**src/design/assert_macros.svh**
```systemverilog
// ----------------------------------------------------------------------------
// assert_macros.svh
// Concurrent assertion shorthands, sampled on clk and disabled in reset.
// ----------------------------------------------------------------------------
`ifndef ASSERT_MACROS_SVH
`define ASSERT_MACROS_SVH

// Same-cycle implication.
`define ASSERT_SAME(lbl, ante, cons, msg) \
	lbl: assert property (@(posedge clk) disable iff (!arst_n) (ante) |-> (cons)) \
		else $error(msg);

// Next-cycle implication.
`define ASSERT_NEXT(lbl, ante, cons, msg) \
	lbl: assert property (@(posedge clk) disable iff (!arst_n) (ante) |=> (cons)) \
		else $error(msg);

`endif

```
**src/design/dmn_pkg.sv**
```systemverilog
// ----------------------------------------------------------------------------
// dmn_pkg
// Types and constants shared by the mutual exclusion node.
// ----------------------------------------------------------------------------
package dmn_pkg;

	localparam int ID_W      = 4;
	localparam int CNT_CFG_W = 5;
	localparam int TS_W      = 32;
	localparam int CFG_IDX_W = 2;
	localparam int CFG_DAT_W = 5;

	typedef enum logic [1:0] {
		REQ_ENTER = 2'd0,
		REQ_EXIT  = 2'd1,
		REQ_REPLY = 2'd2,
		REQ_PEER  = 2'd3
	} req_type_t;

	typedef enum logic [1:0] {
		MSG_REQUEST = 2'd0,
		MSG_REPLY   = 2'd1,
		MSG_GRANT   = 2'd2
	} msg_kind_t;

	typedef enum logic [2:0] {
		MX_IDLE = 3'b001,
		MX_WANT = 3'b010,
		MX_IN   = 3'b100
	} mx_state_t;

	localparam logic [CFG_IDX_W-1:0] CFG_OWN_ID     = 2'd0;
	localparam logic [CFG_IDX_W-1:0] CFG_NODE_COUNT = 2'd1;

	localparam logic [ID_W-1:0]      OWN_ID_RST     = 4'd0;
	localparam logic [CNT_CFG_W-1:0] NODE_COUNT_RST = 5'd2;

	// Controller to datapath.
	typedef struct packed {
		logic capture;  // latch the accepted item
		logic exec;     // apply the item to the protocol state
		logic step;     // advance the broadcast scan by one node
		logic in_scan;  // controller is in its scan state
	} dmn_cmd_t;

	// Datapath to controller.
	typedef struct packed {
		logic out_free;   // output register can take a result this cycle
		logic exec_scan;  // the held item needs a broadcast scan
		logic bit_hit;    // current scan node gets a message
		logic scan_last;  // that message is the final one
		logic work_any;   // scan work remains
	} dmn_sts_t;

endpackage

```
**src/design/dmn_if.sv**
```systemverilog
// ----------------------------------------------------------------------------
// dmn_if
// Handshake channels of the mutual exclusion node: input items, result
// items and configuration writes.
// ----------------------------------------------------------------------------
interface dmn_req_if import dmn_pkg::*; ();
	logic            valid;
	logic            ready;
	logic [1:0]      req_type;
	logic [ID_W-1:0] peer_id;
	logic [TS_W-1:0] peer_timestamp;

	modport source (output valid, req_type, peer_id, peer_timestamp, input ready);
	modport sink   (input valid, req_type, peer_id, peer_timestamp, output ready);
endinterface

interface dmn_msg_if import dmn_pkg::*; ();
	logic            valid;
	logic            ready;
	logic [1:0]      msg_kind;
	logic [ID_W-1:0] dest_id;
	logic [TS_W-1:0] msg_timestamp;
	logic            last;

	modport source (output valid, msg_kind, dest_id, msg_timestamp, last, input ready);
	modport sink   (input valid, msg_kind, dest_id, msg_timestamp, last, output ready);
endinterface

interface dmn_cfg_if import dmn_pkg::*; ();
	logic                 valid;
	logic                 ready;
	logic [CFG_IDX_W-1:0] index;
	logic [CFG_DAT_W-1:0] data;

	modport source (output valid, index, data, input ready);
	modport sink   (input valid, index, data, output ready);
endinterface

```
**src/design/dmn_ctrl.sv**
```systemverilog
// ----------------------------------------------------------------------------
// dmn_ctrl
// Sequencer: accept an item, execute it once the output slot is free,
// then walk the broadcast scan when the item has messages for other nodes.
// ----------------------------------------------------------------------------
module dmn_ctrl import dmn_pkg::*; (
	input  logic     clk,
	input  logic     arst_n,
	input  logic     req_valid,
	output logic     req_ready,
	input  dmn_sts_t sts,
	output dmn_cmd_t cmd
);

	typedef enum logic [2:0] {
		S_IDLE = 3'b001,
		S_EXEC = 3'b010,
		S_SCAN = 3'b100
	} ctrl_state_t;

	ctrl_state_t state_q, state_d;

	assign req_ready = (state_q == S_IDLE);

	always_comb begin
		cmd         = '0;
		cmd.capture = req_valid && (state_q == S_IDLE);
		cmd.exec    = (state_q == S_EXEC) && sts.out_free;
		cmd.step    = (state_q == S_SCAN) && (!sts.bit_hit || sts.out_free);
		cmd.in_scan = (state_q == S_SCAN);
	end

	always_comb begin
		state_d = state_q;
		unique case (state_q)
			S_IDLE: begin
				if (cmd.capture) state_d = S_EXEC;
			end
			S_EXEC: begin
				if (sts.out_free) state_d = sts.exec_scan ? S_SCAN : S_IDLE;
			end
			S_SCAN: begin
				if (sts.bit_hit && sts.out_free && sts.scan_last) state_d = S_IDLE;
			end
			default: state_d = S_IDLE;
		endcase
	end

	always_ff @(posedge clk or negedge arst_n) begin
		if (!arst_n) begin
			state_q <= S_IDLE;
		end else begin
			state_q <= state_d;
		end
	end

endmodule

```
**src/design/dmn_dp.sv**
```systemverilog
// ----------------------------------------------------------------------------
// dmn_dp
// Protocol state, configuration registers, broadcast work mask and the
// output register of the mutual exclusion node.
// ----------------------------------------------------------------------------
module dmn_dp import dmn_pkg::*; #(
	parameter int MAX_NODES  = 16,
	parameter int CLOCK_BITS = 32
) (
	input  logic                 clk,
	input  logic                 arst_n,
	// configuration writes
	input  logic                 cfg_valid,
	input  logic [CFG_IDX_W-1:0] cfg_index,
	input  logic [CFG_DAT_W-1:0] cfg_data,
	// input item payload
	input  logic [1:0]           req_type,
	input  logic [ID_W-1:0]      peer_id,
	input  logic [TS_W-1:0]      peer_timestamp,
	// result item
	output logic                 out_valid,
	input  logic                 out_ready,
	output logic [1:0]           out_kind,
	output logic [ID_W-1:0]      out_dest,
	output logic [TS_W-1:0]      out_ts,
	output logic                 out_last,
	// sequencing
	input  dmn_cmd_t             cmd,
	output dmn_sts_t             sts
);

	localparam int IDX_W = (MAX_NODES > 1) ? $clog2(MAX_NODES) : 1;
	localparam int MW    = 1 << IDX_W;
	localparam int NW    = $clog2(MAX_NODES + 1);
	localparam int NCW   = (NW > CNT_CFG_W) ? NW : CNT_CFG_W;
	localparam int RW    = IDX_W;
	localparam int TW    = (CLOCK_BITS > TS_W) ? CLOCK_BITS : TS_W;
	localparam logic [TW-1:0] ClkMax  = TW'({CLOCK_BITS{1'b1}});
	localparam logic [RW-1:0] RcMax   = RW'(MAX_NODES - 1);
	localparam logic [NCW-1:0] NMax   = NCW'(MAX_NODES);

	// configuration
	logic [ID_W-1:0]      own_id_q;
	logic [CNT_CFG_W-1:0] node_count_q;

	// protocol state
	mx_state_t             mx_q;
	logic [CLOCK_BITS-1:0] clock_q;
	logic [CLOCK_BITS-1:0] rt_q;
	logic [RW-1:0]         rc_q;
	logic [MW-1:0]         defer_q;

	// held item and scan
	req_type_t       type_q;
	logic [ID_W-1:0] pid_q;
	logic [TS_W-1:0] pts_q;
	logic [MW-1:0]   work_q;
	logic [IDX_W-1:0] idx_q;

	// output register
	logic            out_valid_q;
	msg_kind_t       out_kind_q;
	logic [ID_W-1:0] out_dest_q;
	logic [TS_W-1:0] out_ts_q;
	logic            out_last_q;

	// --- derived terms ------------------------------------------------------
	logic [NCW-1:0] nc_ext, n_ext;
	logic           single_node, own_lt_n, pid_ok;
	logic [MW-1:0]  below_n, own_hot, top_hot, enter_mask, exit_mask, idx_hot;

	always_comb begin
		nc_ext = NCW'(node_count_q);
		priority if (nc_ext == '0)  n_ext = NCW'(1);
		else if (nc_ext > NMax)     n_ext = NMax;
		else                        n_ext = nc_ext;
	end

	assign single_node = (n_ext == NCW'(1));
	assign own_lt_n    = NCW'(own_id_q) < n_ext;
	assign pid_ok      = (pid_q != own_id_q) && (NCW'(pid_q) < n_ext);

	always_comb begin
		for (int i = 0; i < MW; i++) begin
			below_n[i] = (i < MAX_NODES) && (NCW'(i) < n_ext);
			own_hot[i] = (NCW'(i) == NCW'(own_id_q));
			top_hot[i] = (NCW'(i) == n_ext - NCW'(1));
		end
	end

	// Requests go to every other participant; with an id outside the
	// participants, drop the highest one so n-1 requests remain.
	assign enter_mask = own_lt_n ? (below_n & ~own_hot) : (below_n & ~top_hot);
	assign exit_mask  = defer_q & below_n & ~own_hot;

	// clock arithmetic
	logic [CLOCK_BITS-1:0] clk_inc, clk_merge;
	logic [TW-1:0]         pts_ext, pts_sat, rt_ext;

	assign clk_inc = (clock_q == {CLOCK_BITS{1'b1}}) ? clock_q : clock_q + 1'b1;
	assign pts_ext = TW'(pts_q);
	assign pts_sat = (pts_ext > ClkMax) ? ClkMax : pts_ext;
	assign clk_merge = (pts_sat > TW'(clock_q)) ? CLOCK_BITS'(pts_sat) : clock_q;
	assign rt_ext  = TW'(rt_q);

	// decisions on the held item
	logic          is_enter, is_exit, is_reply, is_peer;
	logic          enter_ok, reply_ok, reply_grant, answer, exec_emit;
	logic [RW-1:0] rc_inc;

	assign is_enter = (type_q == REQ_ENTER);
	assign is_exit  = (type_q == REQ_EXIT);
	assign is_reply = (type_q == REQ_REPLY);
	assign is_peer  = (type_q == REQ_PEER);

	assign enter_ok    = is_enter && (mx_q == MX_IDLE);
	assign reply_ok    = is_reply && (mx_q == MX_WANT);
	assign rc_inc      = (rc_q < RcMax) ? rc_q + 1'b1 : rc_q;
	assign reply_grant = reply_ok && (NCW'(rc_inc) >= n_ext - NCW'(1));

	always_comb begin
		unique case (mx_q)
			MX_IDLE: answer = 1'b1;
			MX_WANT: answer = (pts_ext < rt_ext) ||
				((pts_ext == rt_ext) && (pid_q < own_id_q));
			default: answer = 1'b0;
		endcase
	end

	assign exec_emit = (enter_ok && single_node) || reply_grant ||
		(is_peer && pid_ok && answer);

	// scan terms
	always_comb begin
		for (int i = 0; i < MW; i++) idx_hot[i] = (IDX_W'(i) == idx_q);
	end

	assign sts.out_free  = !out_valid_q || out_ready;
	assign sts.exec_scan = (enter_ok && !single_node) || (is_exit && (exit_mask != '0));
	assign sts.bit_hit   = |(work_q & idx_hot);
	assign sts.scan_last = ((work_q & ~idx_hot) == '0);
	assign sts.work_any  = (work_q != '0);

	// --- configuration ------------------------------------------------------
	always_ff @(posedge clk or negedge arst_n) begin
		if (!arst_n) begin
			own_id_q     <= OWN_ID_RST;
			node_count_q <= NODE_COUNT_RST;
		end else if (cfg_valid) begin
			unique case (cfg_index)
				CFG_OWN_ID:     own_id_q     <= cfg_data[ID_W-1:0];
				CFG_NODE_COUNT: node_count_q <= cfg_data[CNT_CFG_W-1:0];
				default: ;
			endcase
		end
	end

	// --- held item ----------------------------------------------------------
	always_ff @(posedge clk) begin
		if (cmd.capture) begin
			type_q <= req_type_t'(req_type);
			pid_q  <= peer_id;
			pts_q  <= peer_timestamp;
		end
	end

	// --- protocol state and scan --------------------------------------------
	always_ff @(posedge clk or negedge arst_n) begin
		if (!arst_n) begin
			mx_q    <= MX_IDLE;
			clock_q <= '0;
			rt_q    <= '0;
			rc_q    <= '0;
			defer_q <= '0;
			work_q  <= '0;
			idx_q   <= '0;
		end else if (cmd.exec) begin
			idx_q <= '0;
			unique case (type_q)
				REQ_ENTER: begin
					if (enter_ok) begin
						clock_q <= clk_inc;
						rt_q    <= clk_inc;
						rc_q    <= '0;
						mx_q    <= single_node ? MX_IN : MX_WANT;
						work_q  <= enter_mask;
					end
				end
				REQ_EXIT: begin
					work_q  <= exit_mask;
					defer_q <= '0;
					mx_q    <= MX_IDLE;
				end
				REQ_REPLY: begin
					if (reply_ok) begin
						rc_q <= rc_inc;
						if (reply_grant) mx_q <= MX_IN;
					end
				end
				REQ_PEER: begin
					if (pid_ok) begin
						clock_q <= clk_merge;
						if (!answer) defer_q[IDX_W'(pid_q)] <= 1'b1;
					end
				end
				default: ;
			endcase
		end else if (cmd.step) begin
			idx_q <= idx_q + 1'b1;
			if (sts.bit_hit) work_q <= work_q & ~idx_hot;
		end
	end

	// --- output register ----------------------------------------------------
	logic scan_emit;
	assign scan_emit = cmd.step && sts.bit_hit;

	always_ff @(posedge clk or negedge arst_n) begin
		if (!arst_n) begin
			out_valid_q <= 1'b0;
		end else if ((cmd.exec && exec_emit) || scan_emit) begin
			out_valid_q <= 1'b1;
		end else if (out_ready) begin
			out_valid_q <= 1'b0;
		end
	end

	always_ff @(posedge clk) begin
		if (scan_emit) begin
			out_kind_q <= is_enter ? MSG_REQUEST : MSG_REPLY;
			out_dest_q <= ID_W'(idx_q);
			out_ts_q   <= is_enter ? rt_ext[TS_W-1:0] : '0;
			out_last_q <= sts.scan_last;
		end else if (cmd.exec && exec_emit) begin
			out_kind_q <= is_peer ? MSG_REPLY : MSG_GRANT;
			out_dest_q <= is_peer ? pid_q : '0;
			out_ts_q   <= '0;
			out_last_q <= 1'b1;
		end
	end

	assign out_valid = out_valid_q;
	assign out_kind  = out_kind_q;
	assign out_dest  = out_dest_q;
	assign out_ts    = out_ts_q;
	assign out_last  = out_last_q;

endmodule

```
**src/design/distributed_mutex_node.sv**
```systemverilog
// An item is captured in the idle state and executed in the exec state once
// the output register is free; at most one result is then registered there.
// Enter and exit walk node ids one per cycle, holding on a node that gets a
// message while the output register is full; items with none to send skip it.
// Reset (arst_n low) clears the protocol state, configuration and output
// valid at once; no clearing pass follows.
// ----------------------------------------------------------------------------
// distributed_mutex_node
// One node of Ricart-Agrawala mutual exclusion: keeps the Lamport clock,
// answers or defers peer requests, broadcasts requests on enter and releases
// deferred peers on exit. A sequencer drives a separate datapath.
// ----------------------------------------------------------------------------
`include "assert_macros.svh"

module distributed_mutex_node import dmn_pkg::*; #(
	parameter int MAX_NODES  = 16,
	parameter int CLOCK_BITS = 32
) (
	input logic       clk,
	input logic       arst_n,
	dmn_cfg_if.sink   cfg,
	dmn_req_if.sink   req,
	dmn_msg_if.source msg
);

	dmn_cmd_t cmd;
	dmn_sts_t sts;

	// User writes configuration only while idle (unenforced); all taken.
	assign cfg.ready = 1'b1;

	// Sequencer: hold the input until the current item is fully delivered
	// into the output register, then reopen.
	dmn_ctrl u_ctrl (
		.clk       (clk),
		.arst_n    (arst_n),
		.req_valid (req.valid),
		.req_ready (req.ready),
		.sts       (sts),
		.cmd       (cmd)
	);

	// Datapath: protocol state, broadcast mask, one-item output register that
	// lets a result wait while the next item is taken in.
	dmn_dp #(
		.MAX_NODES  (MAX_NODES),
		.CLOCK_BITS (CLOCK_BITS)
	) u_dp (
		.clk            (clk),
		.arst_n         (arst_n),
		.cfg_valid      (cfg.valid),
		.cfg_index      (cfg.index),
		.cfg_data       (cfg.data),
		.req_type       (req.req_type),
		.peer_id        (req.peer_id),
		.peer_timestamp (req.peer_timestamp),
		.out_valid      (msg.valid),
		.out_ready      (msg.ready),
		.out_kind       (msg.msg_kind),
		.out_dest       (msg.dest_id),
		.out_ts         (msg.msg_timestamp),
		.out_last       (msg.last),
		.cmd            (cmd),
		.sts            (sts)
	);

	// A scan never runs with nothing left to send.
	`ASSERT_SAME(a_scan_has_work, cmd.in_scan, sts.work_any, "scan with empty work mask")

	// A scan message is only written when the output slot can take it.
	`ASSERT_SAME(a_emit_into_free, cmd.step && sts.bit_hit, sts.out_free, "result overwrites output")

	// After an item is accepted, the input closes until it is done.
	`ASSERT_NEXT(a_one_item, req.valid && req.ready, !req.ready, "input reopened too early")

	// A grant carries neither destination nor timestamp.
	`ASSERT_SAME(a_grant_clean, msg.valid && (msg.msg_kind == MSG_GRANT),
		(msg.dest_id == '0) && (msg.msg_timestamp == '0), "grant with payload")

endmodule

```
**src/flat_wrapper.sv**
```systemverilog
// flat-port wrapper written by rule: the top's interface ports become plain ports
module distributed_mutex_node_flat import dmn_pkg::*;
#(
	parameter int MAX_NODES  = 16,
	parameter int CLOCK_BITS = 32
)
  (clk, arst_n, cfg_valid, cfg_index, cfg_data, cfg_ready, req_valid, req_req_type, req_peer_id, req_peer_timestamp, req_ready, msg_valid, msg_msg_kind, msg_dest_id, msg_msg_timestamp, msg_last, msg_ready);
  dmn_cfg_if cfg_i ();
  dmn_req_if req_i ();
  dmn_msg_if msg_i ();
  input logic clk;
  input logic arst_n;
  input wire logic [$bits(cfg_i.valid)-1:0] cfg_valid;
  input wire logic [$bits(cfg_i.index)-1:0] cfg_index;
  input wire logic [$bits(cfg_i.data)-1:0] cfg_data;
  output wire logic [$bits(cfg_i.ready)-1:0] cfg_ready;
  input wire logic [$bits(req_i.valid)-1:0] req_valid;
  input wire logic [$bits(req_i.req_type)-1:0] req_req_type;
  input wire logic [$bits(req_i.peer_id)-1:0] req_peer_id;
  input wire logic [$bits(req_i.peer_timestamp)-1:0] req_peer_timestamp;
  output wire logic [$bits(req_i.ready)-1:0] req_ready;
  output wire logic [$bits(msg_i.valid)-1:0] msg_valid;
  output wire logic [$bits(msg_i.msg_kind)-1:0] msg_msg_kind;
  output wire logic [$bits(msg_i.dest_id)-1:0] msg_dest_id;
  output wire logic [$bits(msg_i.msg_timestamp)-1:0] msg_msg_timestamp;
  output wire logic [$bits(msg_i.last)-1:0] msg_last;
  input wire logic [$bits(msg_i.ready)-1:0] msg_ready;
  assign cfg_i.valid = cfg_valid;
  assign cfg_i.index = cfg_index;
  assign cfg_i.data = cfg_data;
  assign cfg_ready = cfg_i.ready;
  assign req_i.valid = req_valid;
  assign req_i.req_type = req_req_type;
  assign req_i.peer_id = req_peer_id;
  assign req_i.peer_timestamp = req_peer_timestamp;
  assign req_ready = req_i.ready;
  assign msg_valid = msg_i.valid;
  assign msg_msg_kind = msg_i.msg_kind;
  assign msg_dest_id = msg_i.dest_id;
  assign msg_msg_timestamp = msg_i.msg_timestamp;
  assign msg_last = msg_i.last;
  assign msg_i.ready = msg_ready;
  distributed_mutex_node #(.MAX_NODES(MAX_NODES), .CLOCK_BITS(CLOCK_BITS)) u_core (.clk(clk), .arst_n(arst_n), .cfg(cfg_i), .req(req_i), .msg(msg_i));
endmodule
```
**config.mk**
```make
export PLATFORM = sky130hd
export DESIGN_NAME = distributed_mutex_node_flat
export DESIGN_NICKNAME = d
export VERILOG_FILES = /design/src/design/dmn_pkg.sv /design/src/design/dmn_if.sv /design/src/design/dmn_ctrl.sv /design/src/design/dmn_dp.sv /design/src/design/distributed_mutex_node.sv /design/src/flat_wrapper.sv
export VERILOG_INCLUDE_DIRS = /design/src /design/src/design
export SDC_FILE = /design/constraint.sdc
export NUM_CORES = 1
export LEC_CHECK = 0
export ABC_AREA = 0
export BUFFER_PORTS_ARGS = -buffer_cell sky130_fd_sc_hd__buf_4
export CORE_ASPECT_RATIO = 0.5
export CORE_UTILIZATION = 53
export DETAILED_ROUTE_END_ITERATION = 10
export HOLD_SLACK_MARGIN = 0.15
export PLACE_DENSITY = 0.72
export SLEW_MARGIN = 25
export SYNTH_ARGS = -nofsm -noshare
export SYNTH_HDL_FRONTEND = slang
export SYNTH_HIERARCHICAL = 1
export SYNTH_SLANG_ARGS = --single-unit
```
**constraint.sdc**
```tcl
create_clock -name clk -period 9.8 [get_ports clk]
set_clock_uncertainty 0.15 [all_clocks]
set_input_delay 1.96 -clock clk [delete_from_list [all_inputs] [get_ports clk]]
set_output_delay 1.96 -clock clk [all_outputs]
set_load 0.02 [all_outputs]
```
**Word level (Yosys, flattened, before mapping)**

Cells that the tools add are included.

- Register bits after elaboration: 197
- Input bits: 50
- Output and inout bits: 42

- Add/sub/neg operators: 4
- Order comparisons: 27
- Equal/unequal tests: 69
- Mux-type cells: 50
- Bitwise operators: 10
- Reduce and logical (&&, ||, !) cells: 54

Operators with widths:

| operator | count |
|---|---|
| two-way mux 32 bit | 8 |
| two-way mux 16 bit | 7 |
| bitwise AND 16 bit | 6 |
| == test 4 bit, first input constant | 16 |
| case mux 16 bit (2 select lines) | 2 |
| case mux 32 bit (2 select lines) | 1 |
| inverter 16 bit | 3 |
| == test 4 x 5 -> 1 bit, first input constant | 8 |
| less-than comparator 4 x 5 -> 1 bit, first input constant | 8 |
| adder 32 x 1 -> 32 bit, second input constant | 1 |
| == test 3 x 4 -> 1 bit, first input constant | 8 |
| == test 32 bit | 1 |
| == test 32 bit, second input constant | 1 |
| > comparator 32 bit | 1 |
| > comparator 32 bit, second input constant | 1 |
| less-than comparator 32 bit | 1 |
| two-way mux 4 bit | 8 |
| two-way mux 3 bit | 8 |
| == test 3 x 5 -> 1 bit, first input constant | 4 |
| less-than comparator 3 x 5 -> 1 bit, first input constant | 4 |
| logical AND 1 bit | 18 |
| case mux 3 bit (3 select lines) | 2 |
| == test 2 x 4 -> 1 bit, first input constant | 4 |
| zero test 16 bit | 1 |
| other kinds (45) | 92 |

**Depth between registers and ports, before layout**

- Depth in word-level cells: 12
- Depth in mapped cells: 13
- Mapped depth without buffers: 13

**By module**

Netlist, hierarchy kept.

By module, submodules not included:

| module | instances | cells each | area an instance (um^2) |
|---|---|---|---|
| dmn_dp | 1 | 1,289 | 11,891.4 |
| dmn_ctrl | 1 | 23 | 219.0 |
| distributed_mutex_node | 1 | 2 | 11.3 |

**Least setup slack after synthesis**

Ideal clock, no wire load.

- Path kind: input -> register
- From: input msg_ready
- To: register u_core.u_dp.out_dest_q[0], in the netlist u_core/u_dp/out_dest[0] (enable)
- Setup time: 0.489 ns
- Data arrival time: 5.845 ns
- Data required time: 9.161 ns
- Setup slack: 3.315 ns
- Cell stages on the path: 7
- Path buffers: 2
- Cells stage by stage: nand2b_1 > nand2_1 > nor2_1 > clkbuf_1 > clkbuf_1 > nand3_1 > o21ai_0

RTL lines:

| element | RTL line | RTL |
|---|---|---|
| start: declaration | flat_wrapper.sv:27 | `input wire logic [$bits(msg_i.ready)-1:0] msg_ready;` |
| end signal: assignment | dmn_dp.sv:231 | `out_dest_q <= ID_W'(idx_q);` |
| end signal: assignment | dmn_dp.sv:236 | `out_dest_q <= is_peer ? pid_q : '0;` |
| end: declaration | dmn_dp.sv:63 | `logic [ID_W-1:0] out_dest_q;` |

==> flow_summary.yaml <==
timing:
  hold_viol_final: 0
  holdWs_ns: 0.331
  fin_tns_setup_ns: 0
  slew_violations: 0
  finalCriticalPeriod_ns: 4.36
  rsz0062_at_grt: "no"
  fmax_mhz: 229
  finalCritPeriodShare_pct: 44.5
  maxSlewHeadroom_pct: 34.3
  worst_pin_slew_ns: 0.986
  finalSetupViolCount: 0
pwr:
  p_leak_nw: 5.44
  irDropWorstVdd_v: 0.000131
  cellPowerDensity_nw_per_um2: 177
routing:
  wl_per_cell_um: 19.7
  num_vias: 10400
  drt-vias-per-instance: 6.19
  dr.pass1.iters: 7
  drtIter0Drc: 973
  route.detailed.drc: 0
  antenna_left: 0
  routed_wl_um: 33200
floorplanning:
  die_h_um: 109
  die_x_um: 216
  ioPinCount: 92
  start_util_pct: 54.9
  row_count: 38
  die_area_um2: 23500
  coreArea_um2: 22000
setup_path:
  crit_type: "in -> reg"
  start_kind: "input pin"
  r2r-end: "u_core/u_dp/out_ts[13]$_SDFFCE_PN0P_"
  path_max_fanout: 24
  cp-end-kind: "flip-flop"
  r2r_setup_slack_ns: 5.48
  worst_r2r_path_depth: 14
  cp-startpoint: "msg_ready"
  crit_required_ns: 10.00
  crit_path_end: "u_core/u_dp/clock_q[19]$_DFFE_PN0P_"
  rr_startpoint: "u_core/u_dp/nc_ext[2]$_DFFE_PN0P_"
  cp.arrival_ns: 4.55
grt:
  grt_use_met3_pct: 5.24
  grt_usage_pct: 29.1
  grt_pass1_wl_um: 53100
  overflow: 0
  grt_use_met1_pct: 39.7
  met2_usage_pct: 47.3
  grt_start_max_net_pins: 71
  grt_pass1_vias: 10100
  busiest_layer: "met2"
  antenna_found_initial: 0
cts:
  cts_buffer_depth: 2
  cts_buffers: 17
  cts_max_level: 4
  cts_setup_buffers: 0
  ctsHoldBuffers: 0
  post_cts_resized: 0
  cts_num_sinks: 197
  tritoncts: "yes"
  cts.reportedPaths.clkPinSlew_ns: 0.07
  cts_root_buf: "clkbuf_16"
  clock_latency_ns: 0.46
status:
  status: "completed"
hold_path:
  min_path_type: "reg -> reg"
job:
  drv_cap: 0
final_layout:
  synthToLayoutAreaGrowth_pct: 12.9
  nets: 1513
  diodes: 0
  drive_above_1_share_pct: 12.0
  utilization_pct: 62.0
  final-instance-count-excl-fill: 1685
synthesis:
  syn_area_um2: 12100
  synth_cells: 1309
  ys_warn_count: 6
  syn_avg_cell_area_um2: 9.24
  synth.net_count: 1450
placed_design:
  portBuffers: 90
  dp_hpwl_um: 24400
  dp.cells: 1653
  place_congestion: 0.969
## per-layer routing
layer  vias up  wire, um  share of wire (%)
met5         -         0                  0
met4         0       722                2.2
met3        54      2160                6.5
met2       385     15300                 46
met1      5066     15000                 45
li1       4928         -                  -
## how the worst min path moves through the flow
| stage | startpoint | endpoint | slack [ns] | cells past startpoint |
|---|---|---|---|---|
| 4_1_cts | u_core/u_dp/rt_ext[6]$_DFFE_PN0P_ | u_core/u_dp/rt_ext[6]$_DFFE_PN0P_ | 0.34 | 2 |
| 5_1_grt | u_core/u_dp/rt_ext[7]$_DFFE_PN0P_ | u_core/u_dp/rt_ext[7]$_DFFE_PN0P_ | 0.36 | 2 |
| 3_3_place_gp | u_core/u_dp/rt_ext[1]$_DFFE_PN0P_ | u_core/u_dp/rt_ext[1]$_DFFE_PN0P_ | 0.31 | 2 |
| 3_5_place_dp | u_core/u_dp/rt_ext[6]$_DFFE_PN0P_ | u_core/u_dp/rt_ext[6]$_DFFE_PN0P_ | 0.32 | 2 |
| 2_1_floorplan | u_core/u_dp/defer_q[7]$_DFFE_PN0P_ | u_core/u_dp/defer_q[7]$_DFFE_PN0P_ | 0.29 | 2 |
| 6_report | u_core/u_dp/rt_ext[30]$_DFFE_PN0P_ | u_core/u_dp/rt_ext[30]$_DFFE_PN0P_ | 0.33 | 2 |
## placed cells by master (no fill, tap or decap), types with 14 or more instances in the layout
| cell | n |
|---|---|
| dfrtp_1 | 117 |
| o31ai_1 | 15 |
| nor3_1 | 64 |
| edfxtp_1 | 77 |
| ha_1 | 91 |
| nand2_1 | 164 |
| clkbuf_16 | 19 |
| o211ai_1 | 19 |
| a21oi_1 | 66 |
| a211o_1 | 14 |
| buf_4 | 99 |
| o21ai_0 | 117 |
| nand2b_1 | 19 |
| inv_1 | 96 |
| nor4_1 | 15 |
| nand3_1 | 45 |
| xnor2_1 | 33 |
| nand4_1 | 26 |
| nor2_1 | 67 |
## power by group
group | leakage, nW | internal (mW) | total (mW) | switching (mW)
Clock | 0.307 | 0.424 | 0.740 | 0.316
Sequential | 2.32 | 0.952 | 1.09 | 0.136
Combinational | 2.82 | 0.232 | 0.581 | 0.349
## sequential cells by signal, summed over array words and instances, names as in the netlist, 3 cells and up
signal / flops
u_core/u_dp/out_dest: 4
u_core/u_dp/idx_q: 4
u_core/u_dp/out_ts: 32
u_core/u_dp/defer_q: 16
u_core/u_dp/own_id_q: 4
u_core/u_dp/rc_q: 4
u_core/u_dp/rt_ext: 32
u_core/u_ctrl/state_q: 3
u_core/u_dp/clock_q: 32
u_core/u_dp/work_q: 16
u_core/u_dp/mx_q: 3
u_core/u_dp/pts_ext: 32
u_core/u_dp/pid_q: 4
u_core/u_dp/nc_ext: 5
## per-stage QoR
step           power [mW]  worst slack, ns  cell area [um2]
5_1_grt              2.53             5.20            13600
6_report             2.41             5.44            13600
3_3_place_gp         1.64             5.20            13000
3_5_place_dp         1.67             5.09            13000
2_1_floorplan        1.47             3.32            12100
4_1_cts              2.41             5.52            13600
## worst max-delay path, stage by stage
cell and delay (ns):
buf_4 0.07, nand2b_1 0.15, nand2_1 0.06, nor2_1 0.10, buf_4 0.28, o21ai_1 0.30
nor3_2 0.64, nand4_1 0.38, o21ai_0 0.30, a21oi_1 0.07, a211o_1 0.23
## area by class of cell
class	instances	area, um2
fillers	1873	8370
multi-input cells	958	6200
flip-flops and latches	197	5320
repair buffers	101	759
clock buffers	24	514
well taps	300	375
inverters	97	364
clock inverters	8	111
Note: power is estimated with default switching activity, not from simulation.
